## src/hw/rtl/biss_pkg.sv

```systemverilog
// Shared types and constants of the bounded integer set store.
package biss_pkg;

    // Store geometry
    localparam int DEPTH   = 32;
    localparam int ADDR_W  = (DEPTH > 1) ? $clog2(DEPTH) : 1;
    localparam int CNT_W   = $clog2(DEPTH + 1);
    localparam int ELEM_W  = 32;
    localparam int CAP_W   = 6;
    localparam int CNTF_W  = 6;
    localparam int CMP_W   = (CNT_W > CAP_W) ? CNT_W : CAP_W;
    localparam logic [CAP_W-1:0] CAP_RESET = CAP_W'(32);

    // Command codes carried by an input beat
    typedef enum logic [1:0] {
        CMD_INSERT = 2'd0,
        CMD_REMOVE = 2'd1,
        CMD_QUERY  = 2'd2,
        CMD_CLEAR  = 2'd3
    } cmd_op_t;

    // Status codes carried by a result beat
    typedef enum logic [1:0] {
        ST_DONE   = 2'd0,
        ST_DUP    = 2'd1,
        ST_FULL   = 2'd2,
        ST_ABSENT = 2'd3
    } rsp_status_t;

    // Controller to datapath commands
    typedef struct packed {
        logic start;   // capture the input beat, rewind the scan
        logic scan;    // issue the next store read
        logic shift;   // write returned entries one slot down
        logic commit;  // apply the update and load the result register
    } dp_cmd_t;

    // Datapath to controller status
    typedef struct packed {
        logic hit;        // returned entry equals the element
        logic scan_done;  // all valid entries read, nothing in flight
        logic out_free;   // result register can take a new beat
    } dp_stat_t;

endpackage

```

## src/hw/rtl/bounded_integer_set_store_core.sv

```systemverilog
// Top level of the bounded integer set store.
//
// Holds a set of distinct 32-bit values in a packed store of DEPTH entries.
// Input channel (s_valid/s_ready): one beat carries a command (insert,
// remove, membership query, clear) and an element. Result channel
// (m_valid/m_ready): one beat per input beat with status, prior membership
// (low for a clear), the count after the operation and an empty flag.
// Configuration: cfg_wr_en writes cfg_wr_data into the capacity register in
// the same cycle; capacities above DEPTH act as DEPTH.
// Timing: one input beat is worked on at a time. The search walks the valid
// entries through the single memory read port, one per cycle, and a remove
// then moves each later entry down one slot per cycle on the same pipeline.
// A clear goes from acceptance straight to its commit without a search; the
// next beat is taken the cycle after the commit.
// Reset: the count goes to zero and capacity to 32; entry contents are left
// as they are, since only slots below the count are ever read.
// Stalls: the result sits in an output register; the next beat is accepted
// and searched while it waits, and only its commit holds until m_ready.
module bounded_integer_set_store_core
    import biss_pkg::*;
(
    input  logic                     aclk,
    input  logic                     aresetn,
    input  logic                     cfg_wr_en,
    input  logic [CAP_W-1:0]         cfg_wr_data,
    input  logic                     s_valid,
    output logic                     s_ready,
    input  logic [1:0]               s_command,
    input  logic signed [ELEM_W-1:0] s_element,
    output logic                     m_valid,
    input  logic                     m_ready,
    output logic [1:0]               m_status,
    output logic                     m_was_member,
    output logic [CNTF_W-1:0]        m_count,
    output logic                     m_is_empty
);

    dp_cmd_t  cmd;
    dp_stat_t stat;

    biss_ctrl u_ctrl (
        .aclk      (aclk),
        .aresetn   (aresetn),
        .s_valid   (s_valid),
        .s_ready   (s_ready),
        .s_command (s_command),
        .cmd       (cmd),
        .stat      (stat)
    );

    biss_dpath u_dpath (
        .aclk         (aclk),
        .aresetn      (aresetn),
        .cfg_wr_en    (cfg_wr_en),
        .cfg_wr_data  (cfg_wr_data),
        .s_command    (s_command),
        .s_element    (s_element),
        .m_ready      (m_ready),
        .m_valid      (m_valid),
        .m_status     (m_status),
        .m_was_member (m_was_member),
        .m_count      (m_count),
        .m_is_empty   (m_is_empty),
        .cmd          (cmd),
        .stat         (stat)
    );

endmodule

```

## src/hw/rtl/biss_dpath.sv

```systemverilog
// Datapath of the set store: entry memory, scan pipeline, count and result register.
module biss_dpath
    import biss_pkg::*;
(
    input  logic                     aclk,
    input  logic                     aresetn,
    input  logic                     cfg_wr_en,
    input  logic [CAP_W-1:0]         cfg_wr_data,
    input  logic [1:0]               s_command,
    input  logic signed [ELEM_W-1:0] s_element,
    input  logic                     m_ready,
    output logic                     m_valid,
    output logic [1:0]               m_status,
    output logic                     m_was_member,
    output logic [CNTF_W-1:0]        m_count,
    output logic                     m_is_empty,
    input  dp_cmd_t                  cmd,
    output dp_stat_t                 stat
);

    // Entry store, read data registered
    logic [ELEM_W-1:0] mem [DEPTH];

    logic [ELEM_W-1:0] rdata_reg;
    logic [ELEM_W-1:0] elem_reg;
    cmd_op_t           op_reg;
    logic [CNT_W-1:0]  ptr_reg, ptr_next;
    logic [ADDR_W-1:0] rd_idx_reg;
    logic              rd_valid_reg, rd_valid_next;
    logic              found_reg, found_next;
    logic [CNT_W-1:0]  count_reg, count_next;
    logic [CAP_W-1:0]  capacity_reg;

    logic              m_valid_reg;
    rsp_status_t       m_status_reg, status_next;
    logic              m_member_reg;
    logic [CNTF_W-1:0] m_count_reg;
    logic              m_empty_reg;

    logic              issue;
    logic              has_room;
    logic              wr_en;
    logic [ADDR_W-1:0] wr_addr;
    logic [ELEM_W-1:0] wr_data;
    logic [CMP_W-1:0]  cap_cmp, cnt_cmp, limit_cmp;

    // Scan status
    always_comb begin
        issue          = cmd.scan && (ptr_reg < count_reg);
        stat.hit       = rd_valid_reg && (rdata_reg == elem_reg);
        stat.scan_done = (ptr_reg >= count_reg) && !rd_valid_reg;
        stat.out_free  = !m_valid_reg || m_ready;
    end

    // Room check against min(capacity, DEPTH)
    always_comb begin
        cap_cmp   = CMP_W'(capacity_reg);
        cnt_cmp   = CMP_W'(count_reg);
        limit_cmp = (cap_cmp < CMP_W'(DEPTH)) ? cap_cmp : CMP_W'(DEPTH);
        has_room  = cnt_cmp < limit_cmp;
    end

    // Single write port: compaction writes or an append on commit
    always_comb begin
        wr_en   = 1'b0;
        wr_addr = rd_idx_reg - ADDR_W'(1);
        wr_data = rdata_reg;
        if (cmd.shift && rd_valid_reg) begin
            wr_en = 1'b1;
        end else if (cmd.commit && (op_reg == CMD_INSERT) && !found_reg && has_room) begin
            wr_en   = 1'b1;
            wr_addr = count_reg[ADDR_W-1:0];
            wr_data = elem_reg;
        end
    end

    // Scan pointer, in-flight flag and hit latch
    always_comb begin
        ptr_next      = ptr_reg;
        rd_valid_next = issue;
        found_next    = found_reg;
        if (cmd.start) begin
            ptr_next      = '0;
            rd_valid_next = 1'b0;
            found_next    = 1'b0;
        end else begin
            if (issue) begin
                ptr_next = ptr_reg + CNT_W'(1);
            end
            if (cmd.scan && !cmd.shift && stat.hit) begin
                found_next = 1'b1;
            end
        end
    end

    // Outcome of the operation
    always_comb begin
        count_next  = count_reg;
        status_next = ST_DONE;
        unique case (op_reg)
            CMD_INSERT: begin
                if (found_reg) begin
                    status_next = ST_DUP;
                end else if (has_room) begin
                    count_next = count_reg + CNT_W'(1);
                end else begin
                    status_next = ST_FULL;
                end
            end
            CMD_REMOVE: begin
                if (found_reg) begin
                    count_next = count_reg - CNT_W'(1);
                end else begin
                    status_next = ST_ABSENT;
                end
            end
            CMD_QUERY: begin
                status_next = ST_DONE;
            end
            CMD_CLEAR: begin
                count_next = '0;
            end
            default: begin
                status_next = ST_DONE;
            end
        endcase
    end

    // Memory port
    always_ff @(posedge aclk) begin
        if (wr_en) begin
            mem[wr_addr] <= wr_data;
        end
        rdata_reg <= mem[ptr_reg[ADDR_W-1:0]];
    end

    // Payload registers
    always_ff @(posedge aclk) begin
        if (cmd.start) begin
            elem_reg <= s_element;
            op_reg   <= cmd_op_t'(s_command);
        end
        if (issue) begin
            rd_idx_reg <= ptr_reg[ADDR_W-1:0];
        end
        if (cmd.commit) begin
            m_status_reg <= status_next;
            m_member_reg <= (op_reg == CMD_CLEAR) ? 1'b0 : found_reg;
            m_count_reg  <= CNTF_W'(count_next);
            m_empty_reg  <= (count_next == '0);
        end
    end

    // Control registers
    always_ff @(posedge aclk) begin
        if (!aresetn) begin
            ptr_reg      <= '0;
            rd_valid_reg <= 1'b0;
            found_reg    <= 1'b0;
            count_reg    <= '0;
            capacity_reg <= CAP_RESET;
            m_valid_reg  <= 1'b0;
        end else begin
            ptr_reg      <= ptr_next;
            rd_valid_reg <= rd_valid_next;
            found_reg    <= found_next;
            if (cmd.commit) begin
                count_reg <= count_next;
            end
            if (cfg_wr_en) begin
                capacity_reg <= cfg_wr_data;
            end
            if (cmd.commit) begin
                m_valid_reg <= 1'b1;
            end else if (m_ready) begin
                m_valid_reg <= 1'b0;
            end
        end
    end

    assign m_valid      = m_valid_reg;
    assign m_status     = m_status_reg;
    assign m_was_member = m_member_reg;
    assign m_count      = m_count_reg;
    assign m_is_empty   = m_empty_reg;

endmodule

```

## src/hw/rtl/biss_ctrl.sv

```systemverilog
// Controller of the set store: sequences search, compaction and commit.
module biss_ctrl
    import biss_pkg::*;
(
    input  logic       aclk,
    input  logic       aresetn,
    input  logic       s_valid,
    output logic       s_ready,
    input  logic [1:0] s_command,
    output dp_cmd_t    cmd,
    input  dp_stat_t   stat
);

    typedef enum logic [1:0] {
        IDLE,
        SEARCH,
        SHIFT,
        COMMIT
    } state_t;

    state_t state_reg, state_next;
    cmd_op_t op_reg;

    // Next state and datapath commands
    always_comb begin
        state_next = state_reg;
        cmd        = '0;
        s_ready    = 1'b0;
        unique case (state_reg)
            IDLE: begin
                s_ready = 1'b1;
                if (s_valid) begin
                    cmd.start  = 1'b1;
                    state_next = (cmd_op_t'(s_command) == CMD_CLEAR) ? COMMIT : SEARCH;
                end
            end
            SEARCH: begin
                cmd.scan = 1'b1;
                if (stat.hit) begin
                    state_next = (op_reg == CMD_REMOVE) ? SHIFT : COMMIT;
                end else if (stat.scan_done) begin
                    state_next = COMMIT;
                end
            end
            SHIFT: begin
                cmd.scan  = 1'b1;
                cmd.shift = 1'b1;
                if (stat.scan_done) begin
                    state_next = COMMIT;
                end
            end
            COMMIT: begin
                if (stat.out_free) begin
                    cmd.commit = 1'b1;
                    state_next = IDLE;
                end
            end
            default: begin
                state_next = IDLE;
            end
        endcase
    end

    // State and latched command
    always_ff @(posedge aclk) begin
        if (!aresetn) begin
            state_reg <= IDLE;
            op_reg    <= CMD_INSERT;
        end else begin
            state_reg <= state_next;
            if (cmd.start) begin
                op_reg <= cmd_op_t'(s_command);
            end
        end
    end

endmodule

```

## config.mk

```make
export PLATFORM = sky130hd
export DESIGN_NAME = bounded_integer_set_store_core
export DESIGN_NICKNAME = d
export VERILOG_FILES = /design/src/hw/rtl/biss_pkg.sv /design/src/hw/rtl/bounded_integer_set_store_core.sv /design/src/hw/rtl/biss_dpath.sv /design/src/hw/rtl/biss_ctrl.sv
export SDC_FILE = /design/constraint.sdc
export NUM_CORES = 1
export LEC_CHECK = 0
export ABC_CLOCK_PERIOD_IN_PS = 12100
export BUFFER_PORTS_ARGS = -buffer_cell sky130_fd_sc_hd__buf_2
export CORE_UTILIZATION = 40
export CTS_CLUSTER_SIZE = 25
export DETAILED_ROUTE_END_ITERATION = 10
export SLEW_MARGIN = 20
export SYNTH_ARGS = -nofsm -noshare
export SYNTH_HDL_FRONTEND = slang
export SYNTH_SLANG_ARGS = --single-unit
```

## constraint.sdc

```tcl
create_clock -name aclk -period 12.1 [get_ports aclk]
set_input_delay 0.605 -clock aclk [delete_from_list [all_inputs] [get_ports aclk]]
set_output_delay 0.605 -clock aclk [all_outputs]
set_load 0.01 [all_outputs]
```

==> metrics <==
run status complete, no violations; CP bufs+invs 2; NumNets Final 2122; effective utilization at floorplan between 40% and 50%; Critical Path Sink Type flip-flop; Setup Total Neg Slack 0 ns; largest net degree at the start of global routing 147; FILL cells 8886; WS Path Type flip-flop to flip-flop; Worst path most repeated cell buf_4; syn nets 1997; P per Cell Area 179 mW/mm2; Critical Path Source Type flip-flop; post-detail-place hpwl 55900 um; die width 333 um; Clock Tree Buf Depth 3; routed length per placed instance just over 30 um; DR vias/cell 5.84; final hold vios 0; actual slew at the worst max-slew pin 1.12 ns; critical path data arrival time ~5.2 ns; Distinct cells, synth 55; Placement Rows 121; Port Buffers 56; initial antenna violation count 1; Worst path max stage delay 0.91 ns; # resized after CTS 0; hold path startpoint s_element[16]; Reg2Reg Depth 9; WHS Path Cells 1; Routed Antenna Nets 0; Seq/Total Area, Yosys between 70% and 80%; setup violators final 0; postcts setup bufs 0; CP required 12.47 ns; Fin Clk Skew 0.0499 ns; Global Route Usage Sum between 15 and 20%; Synth Instances slightly below 2000; Max Slew Vio Count 0; cell depth of the worst setup path 9; CTS Buf Count 111; # H-tree levels 3; FMAX about 0.2 GHz; Peak supply drop roughly 0.00013 V; grt total ovfl 0; gpl congestion around 0.83; Async S/R FF share, synth 0%; Syn Area/Cell 22.7 um2; hold buffers post-CTS 0; Post-synth top flop edfxtp_1; Rel. slew slack 23.3%; synth warn 0; fin crit share 40.1%; Hold Path Class input pin to flip-flop; drt drc 0; CTS root buffer clkbuf_16; Netlist Area Pre-Place approximately 0.044 mm2; CP max stage cell nor2_4; core box area 0.109 mm2; n_diodes 0; vias 20800; Min Hold Slack 0.0675 ns; EDFF count, synth 1073; Cell Chain, Critical Path ha_1 > a21oi_1 > o21ai_1 > nor4_4 > and4_2 > buf_4 > a31oi_1 > nor2_4 > buf_4; MaxCap Viol Count 0; Largest delay share family, worst path simple AND/OR/NAND/NOR gates; Syn-to-layout area delta 14.0%; Clock Latency Late Sink 0.71 ns; Critical path origin u_dpath.cnt_cmp[3]; Die ar. 0.111 mm2; DRT iter0 DRCs 2798; cell leakage power between 0.015 and 0.02 uW; #FFs+latches synth about 1100; vias in the first global route 21000; Ports 57; first-pass GRT wire length 157000 um; reg2reg start u_dpath.cnt_cmp[3]; RSZ-0062 raised after global routing no; drt first pass iters 7; Tmin final 4.86 ns; max FFs per register 1024; worst-path fanout max 39; clock tree sinks 1130; height of the die 333 um; Worst-path clk slew 0.06 ns; layout cells sized above 1 33.3%; CTS tree done; Post-Route WL between 100000 and 150000 um
## kinds of logic after synthesis
family                     synth area share [%]
muxes                                      18.5
DFF                                        76.2
adders and majority gates                 0.571
xor gates and xnor gates                  0.840
and+or+nand+nor                            1.88
AOI/OAI and AO/OA                         0.905
buffers and inverters                      1.16
## metrics by stage
stage	power [uW]	util [%]	setup slack, ns	instances	area [um2]
2_1_floorplan	5200	-	8.13	1932	43800
3_3_place_gp	5470	42.4	7.40	3357	46100
3_5_place_dp	5490	42.4	7.33	3357	46100
4_1_cts	9000	45.9	7.33	3566	49900
5_1_grt	9220	45.9	7.07	3567	49900
6_report	8950	45.9	7.24	3567	49900
## power by group
group,internal [uW],switching (uW)
Clock,2050,1500
Sequential,4470,85.9
Combinational,351,504
Total,6860,2090
## worst reg2reg max path, stage by stage, from the launching register on
cell and delay (ns):
dfxtp_1 0.65, ha_1 0.34, a21oi_1 0.14, o21ai_1 0.20, nor4_4 0.39, and4_2 0.32
buf_4 0.60, a31oi_1 0.54, nor2_4 0.91, buf_4 0.44
## layout make-up
class	count	area, um2	share of cell area [%]
inverters	22	82.6	0.165
clock buffers	149	3100	6.21
clock inverters	60	711	1.42
multi-input cells	688	10200	20.4
repair buffers	104	686	1.37
flip-flops and latches	1130	33400	66.9
well taps	1414	1770	3.54
## final timing paths
kind | to | slack (ns)
worst max-delay path | u_dpath.mem[19][27] | 7.24
worst min-delay path | u_dpath.elem_reg[16] | 0.07
worst max register to register | u_dpath.mem[19][27] | 7.24
worst min register to register | u_ctrl.op_reg[1] | 0.47
## synth_stat cells (2+ instances only)
cell type	count	area share (%)
nor4_4	2	0.097
buf_6	5	0.13
nand4_1	6	0.086
nor4b_1	2	0.040
mux4_2	320	16
o22ai_1	2	0.029
mux2i_1	13	0.30
nor2_1	71	0.61
dfxtp_1	57	2.6
clkbuf_1	45	0.39
nor3_1	14	0.16
a31oi_1	10	0.14
buf_4	3	0.051
and3_1	2	0.029
xnor2_1	5	0.10
o32ai_1	2	0.040
nand2b_1	3	0.043
nand2_1	31	0.27
a211oi_1	2	0.034
mux2_2	68	1.7
o31a_1	3	0.060
nor4_1	10	0.14
a221o_1	2	0.046
buf_1	15	0.13
nor2b_1	6	0.086
buf_2	24	0.27
a21oi_1	15	0.17
edfxtp_1	1073	74
and4_1	2	0.040
ha_1	20	0.57
o21ai_0	7	0.080
nand3_1	11	0.13
xor2_1	37	0.74
a32oi_1	2	0.040
inv_1	22	0.19
## layout by cell type (no fill, tap or decap), types with 3 or more instances in the layout
cell,count
nand4_1,6
nor2b_1,6
clkbuf_1,20
xnor2_1,5
nand3_1,11
clkbuf_16,111
inv_1,21
nor3_1,13
dfxtp_4,4
buf_4,45
buf_2,56
edfxtp_1,1073
mux2_2,68
xor2_1,37
nand2b_1,3
clkinv_1,11
o31a_1,3
mux2i_1,11
o21ai_0,7
dfxtp_1,52
nand2_1,31
mux4_2,320
nor2_1,39
clkinv_16,4
clkinv_2,25
nor4_1,10
a31oi_1,10
nor2_4,32
ha_1,20
clkbuf_8,18
a21oi_1,15
clkinvlp_4,5
bufinv_16,11
## per-layer routing
metal | routed length, um | GRT usage (%)
met1 | 48000 | 29.9
met5 | 0 | 0
met2 | 51900 | 30.6
met4 | 1960 | 4.27
met3 | 7880 | 3.17
Power figures use the tool's default switching activity.
